===== config.mk =====
export PLATFORM = sky130hd
export DESIGN_NAME = motor_action_queue_sequencer_top
export DESIGN_NICKNAME = d
export VERILOG_FILES = /design/src/maqs_pkg.sv /design/src/motor_action_queue_sequencer_top.sv /design/src/maqs_queue_mem.sv
export SDC_FILE = /design/constraint.sdc
export NUM_CORES = 2
export LEC_CHECK = 0
export BUFFER_PORTS_ARGS = -buffer_cell sky130_fd_sc_hd__buf_2
export CAP_MARGIN = 15
export CORE_MARGIN = 1.5
export CORE_UTILIZATION = 55
export DETAILED_ROUTE_END_ITERATION = 6
export PLACE_DENSITY = 0.8
export SYNTH_ARGS = -nofsm -noshare
export SYNTH_HDL_FRONTEND = slang
export SYNTH_SLANG_ARGS = --single-unit

===== constraint.sdc =====
create_clock -name i_clk -period 14.8 [get_ports i_clk]
set_clock_uncertainty 0.2 [all_clocks]
set_input_delay 0.74 -clock i_clk [delete_from_list [all_inputs] [get_ports i_clk]]
set_output_delay 0.74 -clock i_clk [all_outputs]
set_load 0.01 [all_outputs]

===== src/maqs_pkg.sv =====
// ----------------------------------------------------------------------------
// maqs_pkg
// Shared types and constants for the motor action queue sequencer.
// ----------------------------------------------------------------------------
package maqs_pkg;

    localparam int OP_W    = 3;
    localparam int KIND_W  = 2;
    localparam int DATA_W  = 32;
    localparam int DT_W    = 16;
    localparam int CNT_W   = 5;
    localparam int S_TDATA_W = 184;
    localparam int M_TDATA_W = 40;

    localparam logic [CNT_W-1:0] LIMIT_RESET = 5'd16;

    typedef enum logic [OP_W-1:0] {
        OP_TICK      = 3'd0,
        OP_PUSH      = 3'd1,
        OP_CLEAR     = 3'd2,
        OP_SET_POS   = 3'd3,
        OP_SET_SPEED = 3'd4
    } t_op;

    typedef enum logic [KIND_W-1:0] {
        KIND_ACCEL    = 2'd0,
        KIND_MOVE_TO  = 2'd1,
        KIND_MOVE_BY  = 2'd2,
        KIND_RUN_TIME = 2'd3
    } t_kind;

    // move direction latch values held in the counter field
    localparam logic [DATA_W-1:0] DIR_NONE = 32'd0;
    localparam logic [DATA_W-1:0] DIR_FWD  = 32'd1;
    localparam logic [DATA_W-1:0] DIR_BWD  = 32'd2;

    typedef struct packed {
        t_kind              kind;
        logic [DATA_W-1:0]  accel;
        logic [DATA_W-1:0]  speed;
        logic [DATA_W-1:0]  goal;
        logic [DATA_W-1:0]  counter;
    } t_entry;

endpackage


===== src/motor_action_queue_sequencer_top.sv =====
// ----------------------------------------------------------------------------
// motor_action_queue_sequencer_top
// Ring queue of motor actions with speed ramping, moves and timed runs.
// ----------------------------------------------------------------------------
// An item passes through the input register and then the result register.
// Throughput: one item per cycle while the output is not stalled, set by the update
// of the head slot and the prefetch of the next head from slot memory.
// Reset (sync, active low): queue empty, speed and position zero,
// queue_limit 16. Slot contents are not cleared.
// ----------------------------------------------------------------------------
module motor_action_queue_sequencer_top #(
    parameter int QUEUE_DEPTH = 16
) (
    input  logic         i_clk,
    input  logic         i_rst_n,
    input  logic         i_cfg_we,
    input  logic [4:0]   i_cfg_wdata,     // queue_limit
    input  logic         i_s_axis_tvalid,
    output logic         o_s_axis_tready,
    // [15:0] dt, [47:16] value, [49:48] action_type, [81:50] action_accel,
    // [113:82] action_speed, [145:114] action_target, [177:146] action_tick
    input  logic [183:0] i_s_axis_tdata,
    input  logic [2:0]   i_s_axis_tuser,  // [2:0] operation
    output logic         o_m_axis_tvalid,
    input  logic         i_m_axis_tready,
    // [31:0] speed_out, [32] speed_write, [37:33] queue_count,
    // [38] push_dropped, [39] action_finished
    output logic [39:0]  o_m_axis_tdata
);

    localparam int IDX_W   = $clog2(QUEUE_DEPTH);
    localparam int CNT_W   = maqs_pkg::CNT_W;
    localparam int LIM_MAX = (QUEUE_DEPTH < 31) ? QUEUE_DEPTH : 31;
    localparam int AW      = ((IDX_W > CNT_W) ? IDX_W : CNT_W) + 1;

    // input register
    logic                        r_in_valid;
    logic [2:0]                  r_op;
    logic [15:0]                 r_dt;
    logic [31:0]                 r_value;
    maqs_pkg::t_entry            r_push;

    // state
    logic [CNT_W-1:0]            r_limit;
    logic [31:0]                 r_speed;
    logic [31:0]                 r_position;
    logic [IDX_W-1:0]            r_head;
    logic [IDX_W-1:0]            r_tail;
    logic [CNT_W-1:0]            r_count;

    // result register
    logic                        r_out_valid;
    logic [39:0]                 r_out_data;

    logic                        adv;
    logic [CNT_W-1:0]            lim;
    maqs_pkg::t_entry            head_e;

    logic [31:0]                 n_speed;
    logic [31:0]                 n_position;
    logic [IDX_W-1:0]            n_head;
    logic [IDX_W-1:0]            n_tail;
    logic [CNT_W-1:0]            n_count;
    logic                        wr_en;
    logic [IDX_W-1:0]            wr_addr;
    maqs_pkg::t_entry            wr_data;
    logic [31:0]                 cmd;
    logic                        cmd_wr;
    logic                        dropped;
    logic                        finished;

    function automatic logic [IDX_W-1:0] f_advance(
        input logic [IDX_W-1:0] idx,
        input logic [CNT_W-1:0] lim_v
    );
        logic [AW-1:0] nxt;
        nxt = AW'(idx) + AW'(1);
        if (nxt >= AW'(lim_v)) begin
            return '0;
        end
        return nxt[IDX_W-1:0];
    endfunction

    assign adv             = r_in_valid && (!r_out_valid || i_m_axis_tready);
    assign o_s_axis_tready = !r_in_valid || adv;
    assign o_m_axis_tvalid = r_out_valid;
    assign o_m_axis_tdata  = r_out_data;

    always_comb begin
        if (r_limit == '0) begin
            lim = CNT_W'(1);
        end else if (int'(r_limit) > LIM_MAX) begin
            lim = CNT_W'(LIM_MAX);
        end else begin
            lim = r_limit;
        end
    end

    maqs_queue_mem #(
        .QUEUE_DEPTH (QUEUE_DEPTH)
    ) u_mem (
        .i_clk     (i_clk),
        .i_rst_n   (i_rst_n),
        .i_wr_en   (wr_en),
        .i_wr_addr (wr_addr),
        .i_wr_data (wr_data),
        .i_rd_addr (n_head),     // prefetch the head seen by the next item
        .o_rd_data (head_e)
    );

    always_comb begin
        logic [31:0]      ramp;
        logic [31:0]      spd;
        logic [31:0]      goal;
        logic [31:0]      ctr;
        logic             done;
        logic             pop;
        logic [CNT_W-1:0] cnt_pop;

        ramp     = r_speed + head_e.accel * {16'd0, r_dt};
        spd      = r_speed;
        goal     = head_e.goal;
        ctr      = head_e.counter;
        done     = 1'b0;
        pop      = 1'b0;
        cnt_pop  = r_count - CNT_W'(1);

        n_speed    = r_speed;
        n_position = r_position;
        n_head     = r_head;
        n_tail     = r_tail;
        n_count    = r_count;
        wr_en      = 1'b0;
        wr_addr    = r_tail;
        wr_data    = r_push;
        cmd        = '0;
        cmd_wr     = 1'b0;
        dropped    = 1'b0;
        finished   = 1'b0;

        if (adv) begin
            unique case (maqs_pkg::t_op'(r_op))
                maqs_pkg::OP_TICK: begin
                    if (r_count != '0) begin
                        if (r_speed != head_e.speed) begin
                            spd    = ramp;
                            cmd    = ramp;
                            cmd_wr = 1'b1;
                        end
                        n_speed = spd;
                        case (head_e.kind)
                            maqs_pkg::KIND_ACCEL: begin
                                // exact equality only
                                pop = (spd == head_e.speed);
                            end
                            maqs_pkg::KIND_MOVE_TO, maqs_pkg::KIND_MOVE_BY: begin
                                if (head_e.counter == maqs_pkg::DIR_NONE) begin
                                    if (head_e.kind == maqs_pkg::KIND_MOVE_BY) begin
                                        goal = head_e.goal + r_position;
                                    end
                                    ctr = ($signed(r_position) < $signed(goal)) ?
                                          maqs_pkg::DIR_FWD : maqs_pkg::DIR_BWD;
                                end
                                done = ((ctr == maqs_pkg::DIR_FWD) &&
                                        ($signed(r_position) >= $signed(goal))) ||
                                       ((ctr == maqs_pkg::DIR_BWD) &&
                                        ($signed(r_position) <= $signed(goal)));
                            end
                            default: begin
                                if (head_e.counter > {16'd0, r_dt}) begin
                                    ctr = head_e.counter - {16'd0, r_dt};
                                end else begin
                                    done = 1'b1;
                                end
                            end
                        endcase
                        // write back latched direction, goal and countdown
                        if (head_e.kind != maqs_pkg::KIND_ACCEL) begin
                            wr_en           = 1'b1;
                            wr_addr         = r_head;
                            wr_data         = head_e;
                            wr_data.goal    = goal;
                            wr_data.counter = ctr;
                        end
                        if (pop || done) begin
                            finished = 1'b1;
                            n_count  = cnt_pop;
                            n_head   = f_advance(r_head, lim);
                        end
                        // draining the queue on a finished move or run stops the motor
                        if (done && (cnt_pop == '0)) begin
                            cmd    = '0;
                            cmd_wr = 1'b1;
                        end
                    end
                end
                maqs_pkg::OP_PUSH: begin
                    if (r_count >= lim) begin
                        dropped = 1'b1;
                    end else begin
                        wr_en   = 1'b1;
                        wr_addr = r_tail;
                        wr_data = r_push;
                        n_count = r_count + CNT_W'(1);
                        n_tail  = f_advance(r_tail, lim);
                    end
                end
                maqs_pkg::OP_CLEAR: begin
                    n_head  = '0;
                    n_tail  = '0;
                    n_count = '0;
                    cmd_wr  = 1'b1;
                end
                maqs_pkg::OP_SET_POS: begin
                    n_position = r_value;
                end
                maqs_pkg::OP_SET_SPEED: begin
                    n_speed = r_value;
                    cmd     = r_value;
                    cmd_wr  = 1'b1;
                end
                default: begin
                end
            endcase
        end
    end

    always_ff @(posedge i_clk) begin
        if (!i_rst_n) begin
            r_in_valid  <= 1'b0;
            r_out_valid <= 1'b0;
            r_limit     <= maqs_pkg::LIMIT_RESET;
            r_speed     <= '0;
            r_position  <= '0;
            r_head      <= '0;
            r_tail      <= '0;
            r_count     <= '0;
        end else begin
            if (i_s_axis_tvalid && o_s_axis_tready) begin
                r_in_valid <= 1'b1;
            end else if (adv) begin
                r_in_valid <= 1'b0;
            end
            if (adv) begin
                r_out_valid <= 1'b1;
            end else if (i_m_axis_tready) begin
                r_out_valid <= 1'b0;
            end
            if (i_cfg_we) begin
                r_limit <= i_cfg_wdata;
            end
            r_speed    <= n_speed;
            r_position <= n_position;
            r_head     <= n_head;
            r_tail     <= n_tail;
            r_count    <= n_count;
        end
    end

    always_ff @(posedge i_clk) begin
        if (i_s_axis_tvalid && o_s_axis_tready) begin
            r_op           <= i_s_axis_tuser;
            r_dt           <= i_s_axis_tdata[15:0];
            r_value        <= i_s_axis_tdata[47:16];
            r_push.kind    <= maqs_pkg::t_kind'(i_s_axis_tdata[49:48]);
            r_push.accel   <= i_s_axis_tdata[81:50];
            r_push.speed   <= i_s_axis_tdata[113:82];
            r_push.goal    <= i_s_axis_tdata[145:114];
            r_push.counter <= i_s_axis_tdata[177:146];
        end
        if (adv) begin
            r_out_data <= {finished, dropped, n_count, cmd_wr, cmd};
        end
    end

endmodule


===== src/maqs_queue_mem.sv =====
// ----------------------------------------------------------------------------
// maqs_queue_mem
// Action slot memory: one write port, one registered read port with
// write-to-read bypass so a slot written on the same edge reads back new data.
// ----------------------------------------------------------------------------
module maqs_queue_mem #(
    parameter int QUEUE_DEPTH = 16
) (
    input  logic                           i_clk,
    input  logic                           i_rst_n,
    input  logic                           i_wr_en,
    input  logic [$clog2(QUEUE_DEPTH)-1:0] i_wr_addr,
    input  maqs_pkg::t_entry               i_wr_data,
    input  logic [$clog2(QUEUE_DEPTH)-1:0] i_rd_addr,
    output maqs_pkg::t_entry               o_rd_data
);

    maqs_pkg::t_entry mem [QUEUE_DEPTH];
    maqs_pkg::t_entry r_rd_data;
    maqs_pkg::t_entry r_byp_data;
    logic             r_byp_hit;

    always_ff @(posedge i_clk) begin
        if (i_wr_en) begin
            mem[i_wr_addr] <= i_wr_data;
        end
        r_rd_data  <= mem[i_rd_addr];
        r_byp_data <= i_wr_data;
    end

    always_ff @(posedge i_clk) begin
        if (!i_rst_n) begin
            r_byp_hit <= 1'b0;
        end else begin
            r_byp_hit <= i_wr_en && (i_wr_addr == i_rd_addr);
        end
    end

    assign o_rd_data = r_byp_hit ? r_byp_data : r_rd_data;

endmodule

# Yosys cells after proc, flatten, opt, wreduce, memory -nomap -nowiden
# Memories as Yosys holds them, arrays and structs flattened. A register that Yosys moved wholly into a read port is not among the register bits.
# Index checks and enable logic that the tools add are counted.
# word_totals
ff_bits	436
mem_bits_rw	2080
input_bits	197
wordCells	175
n_memories	1
# op_classes
n_addsub	7
mul	1
n_lt_le_gt_ge	8
n_eq_ne	13
muxes	91
reduce_logical	29
# memory_table
memory	words	width	rd	rd_clocked_by_memory_dff	write_ports	line_no	source
u_mem.mem	16	130	1	1	1	maqs_queue_mem.sv:18	maqs_pkg::t_entry mem [QUEUE_DEPTH];
# ops
cell	count
32-bit 2-to-1 mux	26
130-bit 2-to-1 mux	5
32-bit case mux with 2 select lines	3
32-bit adder	2
4-bit 2-to-1 mux	12
32-bit by 1-bit equality test with 1-bit output, second input constant	1
32-bit by 2-bit equality test with 1-bit output, second input constant	1
32-bit equality test	1
32-bit greater-or-equal comparator	1
32-bit by 16-bit > comparator with 1-bit output	1
32-bit less-or-equal comparator	1
32-bit logical NOT	1
32-bit < comparator	1
32-bit by 16-bit multiplier with 32-bit output	1
1-bit 2-to-1 mux	32
32-bit != test	1
32-bit by 16-bit subtractor with 32-bit output	1
5-bit 2-to-1 mux	6
4-bit case mux with 2 select lines	2
5-bit greater-or-equal comparator	3
5-bit case mux with 3 select lines	1
4-bit by 1-bit adder with 5-bit output, second input constant	2
5-bit logical NOT	2
2-bit nonzero test	5
other kinds (21)	37

# Depth between registers and ports, before layout
# logic_depth
depth_word	34
depth_mapped	51
depth_no_buf	40

# By module
# From an unflattened synthesis, not the netlist that was laid out.
# unflattened
cells_unflattened	7333
hier_area_um2	116834.6
# modules_own_cells
module	n_inst	cells_each	area_each_um2	seq_area_each_um2
maqs_queue_mem	1	3783	85219.2	67684.9
motor_action_queue_sequencer_top	1	3550	31615.3	8318.0

# Worst setup path after synthesis
# No wires, ideal clock.
# synth_path
path_type	register to register
start	reg u_mem.r_byp_hit
end	reg, netlist name u_mem.r_rd_data[50]
setup_time_ps	116
t_arrival_ps	11623
required_time_ps	14484
slack_ps	2862
stages_incl_launch_ff	41
n_path_buf	12
period_less_slack_ps	11938
cell_sequence	dfxtp_1 > clkbuf_1 > buf_6 > buf_6 > clkbuf_1 > buf_2 > buf_1 > buf_1 > buf_1 > buf_1 > mux2_2 > clkbuf_1 > nand2_1 > fa_1 > inv_1 > fa_1 > fa_1 > fa_1 > (+5 left out) > a21o_1 > a21o_1 > a2111oi_0 > nor2_1 > or4_1 > xor2_1 > a221o_1 > a2111o_1 > a2111oi_4 > a41oi_4 > o21ai_2 > nand2_2 > mux2i_1 > buf_4 > buf_2 > mux4_2 > o22a_1 > and3_1
# synth_between
elab_chain_len	27
word_cells_on_any_way	55
# synth_lines
item	line_no	source
from (decl)	maqs_queue_mem.sv:21	logic r_byp_hit;
from (signal assigned)	maqs_queue_mem.sv:35	r_byp_hit <= i_wr_en && (i_wr_addr == i_rd_addr);
130-bit 2-to-1 mux (*)	maqs_queue_mem.sv:39	assign o_rd_data = r_byp_hit ? r_byp_data : r_rd_data;
branches (longest 21 deep; another with 32-bit by 16-bit multiplier with 32-bit output)	--	
1-bit logical OR (*)	motor_action_queue_sequencer_top.sv:185	if (pop || done) begin
4-bit 2-to-1 mux (*)	motor_action_queue_sequencer_top.sv:185	
4-bit 2-to-1 mux (*)	motor_action_queue_sequencer_top.sv:144	if (r_count != '0) begin
4-bit case mux with 2 select lines (*)	motor_action_queue_sequencer_top.sv:142	unique case (maqs_pkg::t_op'(r_op))
4-bit 2-to-1 mux (*)	motor_action_queue_sequencer_top.sv:141	if (adv) begin
# Mark *: on every way between the ends. The select of a mux whose other input is x is not followed.
# A chain may end at the register's enable or synchronous reset.

# Worst setup path after layout
# layout_path
start	reg u_mem.r_byp_hit
end	reg, netlist name u_mem.r_rd_data[63]
# layout_between
elab_chain_len	27
word_cells_on_any_way	55
# layout_lines
item	line_no
130-bit 2-to-1 mux (*)	maqs_queue_mem.sv:39
branches (longest 21 deep; another with 32-bit by 16-bit multiplier with 32-bit output)	--
1-bit logical OR (*)	motor_action_queue_sequencer_top.sv:185
4-bit 2-to-1 mux (*)	motor_action_queue_sequencer_top.sv:185
4-bit 2-to-1 mux (*)	motor_action_queue_sequencer_top.sv:144
4-bit case mux with 2 select lines (*)	motor_action_queue_sequencer_top.sv:142
4-bit 2-to-1 mux (*)	motor_action_queue_sequencer_top.sv:141
# Marks and branches as above.

==> summary.txt <==
Worst setup path
  – Crit Path Max Fanout: 27
  – Worst Path Required: 15.41 ns
  – FF-to-FF End: u_mem.r_rd_data[63]
  – Cells on worst reg2reg path: 32
  – Crit-path most repeated cell: fa_1
  – Startpoint Class: flip-flop
  – Worst setup path start: u_mem.r_byp_hit
  – Reg2reg setup slack: 1.93 ns
  – CP max stage delay: 0.98 ns
  – CP arrival: 13.48 ns
  – Slowest stage cell, crit path: nand2_1
  – Setup crit end kind: flip-flop
  – Reg2reg start: u_mem.r_byp_hit
  – Crit path kind: reg2reg
  – Crit path to: u_mem.r_rd_data[63]

Layout
  – Most frequent cells in the layout: edfxtp_1 (2,301), nand2_1 (1,101), inv_1 (528)
  – Area occupied by multi-input gates: 0.0377 mm^2
  – Sequential cell area: 0.0760 mm^2
  – Fill cells: 14,413
  – Fin util: 0.628
  – Synth-to-Final Area Change: 13.3%
  – Layout Nets: 9,065
  – Share of cells above drive strength 1: 0.169
  – Commonest non-fill, non-tap cell in the layout: edfxtp_1

Yosys
  – Post-synthesis sequential area ratio: 0.646
  – Post-synth EDFFs: 2,301
  – Synth warnings: 0
  – Post-synth cell types: 86
  – Area leader, netlist: edfxtp_1
  – Largest cells by area after synthesis: edfxtp_1 (59%), mux4_2 (8.5%), dfxtp_1 (5.9%), fa_1 (5.7%), nand2_1 (3.5%)
  – Top_reg_cell synth: edfxtp_1
  – Share of the synthesized area in the top cell type: 0.587
  – Asr flop ratio synth: 0
  – Post-Syn Area per Cell: 15.1 um^2
  – Synth Register Bits: 2,646
  – Post-synthesis cell count: 7,793
  – Post-synth net total: 8,528
  – Post-Synthesis Cell Area: 0.118 mm^2

Global routing
  – Global-route usage over all layers: 0.310
  – Initial antenna violation count: 8
  – Vias in the first global route: 74,019
  – Gr ovfl total: 0
  – Largest net degree at the start of global routing: 143
  – First-pass GRT wire length: 489,000 um

Worst hold path
  – Hold Path Class: in2reg

Drt
  – Number of DRC markers in iteration 0: 10,557
  – DR vias: 73,259
  – Post-detailed-route wirelength per cell: 29.8 um
  – Final wirelength: 339,000 um
  – Detail Route Antenna Nets: 0
  – DRC Markers: 56
  – Vias/cell: 6.45
  – Drt pass-1 iters: 7

CTS
  – CTS Buf Count: 281
  – Clock Pin Slew Worst Setup and Hold Paths: 0.06 ns
  – Hold buffers post-CTS: 191
  – Post-cts gate resize count: 0
  – Htree depth: 5
  – Clock Sinks: 2,646
  – Max clock buf depth: 4
  – Clock Latency Late Sink: 0.93 ns
  – TritonCTS clock tree: yes
  – Setup bufs post-CTS: 0
  – Clk root buf: clkbuf_16

Pwr
  – P_sw: 0.00580 W
  – VDD IR-drop max: 0.000274 V
  – P_leak: 48.1 nW
  – Reg power frac: 0.422
  – Switching share of power: 0.297
  – Combinational power share: 0.227
  – Clock power frac: 0.351
  – Pwr dens: 147 mW/mm^2
  – Pint: 0.0137 W

Status
  – Status: complete, but fails checks
  – Failing checks: design-rule violations

STA
  – Final-report setup violation count: 0
  – Pins Over Slew Limit: 0
  – Max Fclk: 0.0777 GHz
  – Final period utilization: 0.870
  – Unrepaired setup endpoints after global routing: false
  – Relative slew slack: 0.163
  – Worst-Margin Slew: 1.26 ns
  – Final hold violations: 0
  – Setup TNS: 0 ns
  – Final min period: 12.87 ns

Die
  – Initial Util: 0.554
  – Ports: 239
  – Core area: 0.212 mm^2
  – Rows: 169
  – DIE WIDTH: 465 um
  – Die area: 0.217 mm^2
  – Die Ht: 465 um

Placement
  – RePlAce Congestion: 0.953
  – HPWL Detailed: 193,000 um
  – Buffers on Ports: 232

Job
  – Max cap viols: 0
[sequential cells by signal, indices dropped and copies added, names as in the netlist]
register and count:
u_mem.mem 2080, r_push 130, u_mem.r_byp_data 130, u_mem.r_rd_data 130, o_m_axis_tdata 40, r_position 32, r_speed 32, r_value 32
r_dt 16, r_count 5, r_limit 5, r_head 4, r_tail 4, r_op 3, o_m_axis_tvalid 1, r_in_valid 1
u_mem.r_byp_hit 1
[per-layer routing]
metal  vias to the layer above  GRT usage  routed length (um)
li1                      29869          -                   -
met1                     36803      0.406              121000
met2                      5618      0.481              156000
met3                       969     0.0861               44900
met4                         0      0.148               17500
met5                         -          0                   0
[cell type report]
class,instances,share of cell area
antenna,4,0.0000751
timing repair buffer,648,0.0390
clock inverter,108,0.00787
inverter,529,0.0149
tap,2821,0.0265
sequential,2646,0.570
clock buffer,379,0.0582
multi-input combinational,4224,0.283
[critical path, delay by kind of cell, from the launching register on]
| family | cells | cell delay (ns) |
|---|---|---|
| adder cells (fa/ha/maj) | 7 | 3.07 |
| flip-flops | 1 | 0.80 |
| AO/OA/AOI/OAI | 13 | 5.07 |
| multiplexers | 1 | 0.88 |
| XOR/XNOR | 1 | 0.49 |
| buffers and inverters | 5 | 0.50 |
| AND/OR/NAND/NOR | 5 | 1.60 |
[logic make-up (layout without fill, tap and decap cells)]
family / after synthesis / count (layout) / synth area share
flops: 2646 / 2646 / 0.646
simple gates: 1956 / 1956 / 0.0742
compound gates: 928 / 928 / 0.0502
buf+inv: 923 / 1664 / 0.0349
mux: 664 / 664 / 0.105
fa+ha+maj: 538 / 538 / 0.0787
xor+xnor: 138 / 138 / 0.0103
other cells: 0 / 4 / 0
[worst min path at each step]
stage          slack [ns]           from  cells after the start              end
3_3_place_gp         0.30     r_in_valid                      1  o_m_axis_tvalid
6_report             0.05       i_cfg_we                      3       r_limit[2]
3_5_place_dp         0.33     r_in_valid                      1  o_m_axis_tvalid
2_1_floorplan        0.26  r_position[0]                      2    r_position[0]
5_1_grt              0.06       i_cfg_we                      3       r_limit[1]
4_1_cts             0.003       i_cfg_we                      3       r_limit[2]
[metrics by stage]
| step | cell area, um^2 | power, W | worst slack (ns) | instances | hold WS (ns) |
|---|---|---|---|---|---|
| floorplan | 118000 | 0.0112 | 2.86 | 7793 | 0.261 |
| global placement | 122000 | 0.0126 | 2.52 | 10650 | 0.300 |
| detailed placement | 122000 | 0.0126 | 2.31 | 10650 | 0.333 |
| CTS | 133000 | 0.0195 | 2.23 | 11328 | 0.00299 |
| global route | 133000 | 0.0202 | 1.65 | 11355 | 0.0576 |
| finish | 133000 | 0.0195 | 1.93 | 11359 | 0.0516 |
[synthesized netlist by cell type (19+ instances only)]
cell type  number
buf_6          58
buf_2          44
mux2i_1       123
a22o_1         30
edfxtp_1     2301
a31oi_1       134
xnor2_1       104
a21boi_0       40
nand2b_1       22
a211oi_1       21
o22a_1         19
nor2_1        235
a21oi_1       179
mux4_2        446
fa_1          336
a21o_1         50
nand2_1      1102
xor2_1         34
o21ai_0       238
dfxtp_1       345
inv_1         529
ha_1          202
and2_1        114
mux2_2         83
o22ai_1        19
nand4_1        28
nor2b_1        29
a221oi_1       49
buf_1          37
or3_1          25
nor3_1         54
nand3_1       146
clkbuf_1      230
and3_1        137
o21ai_1        35
[power by group through the flow]
stage	registers [W]	clock network, W	logic [W]
global route	0.00823	0.00716	0.00481
CTS	0.00823	0.00688	0.00434
floorplan	0.00835	0	0.00289
finish	0.00823	0.00685	0.00444
global placement	0.00838	0	0.00423
detailed placement	0.00839	0	0.00426
Power figures use the tool's default switching activity.
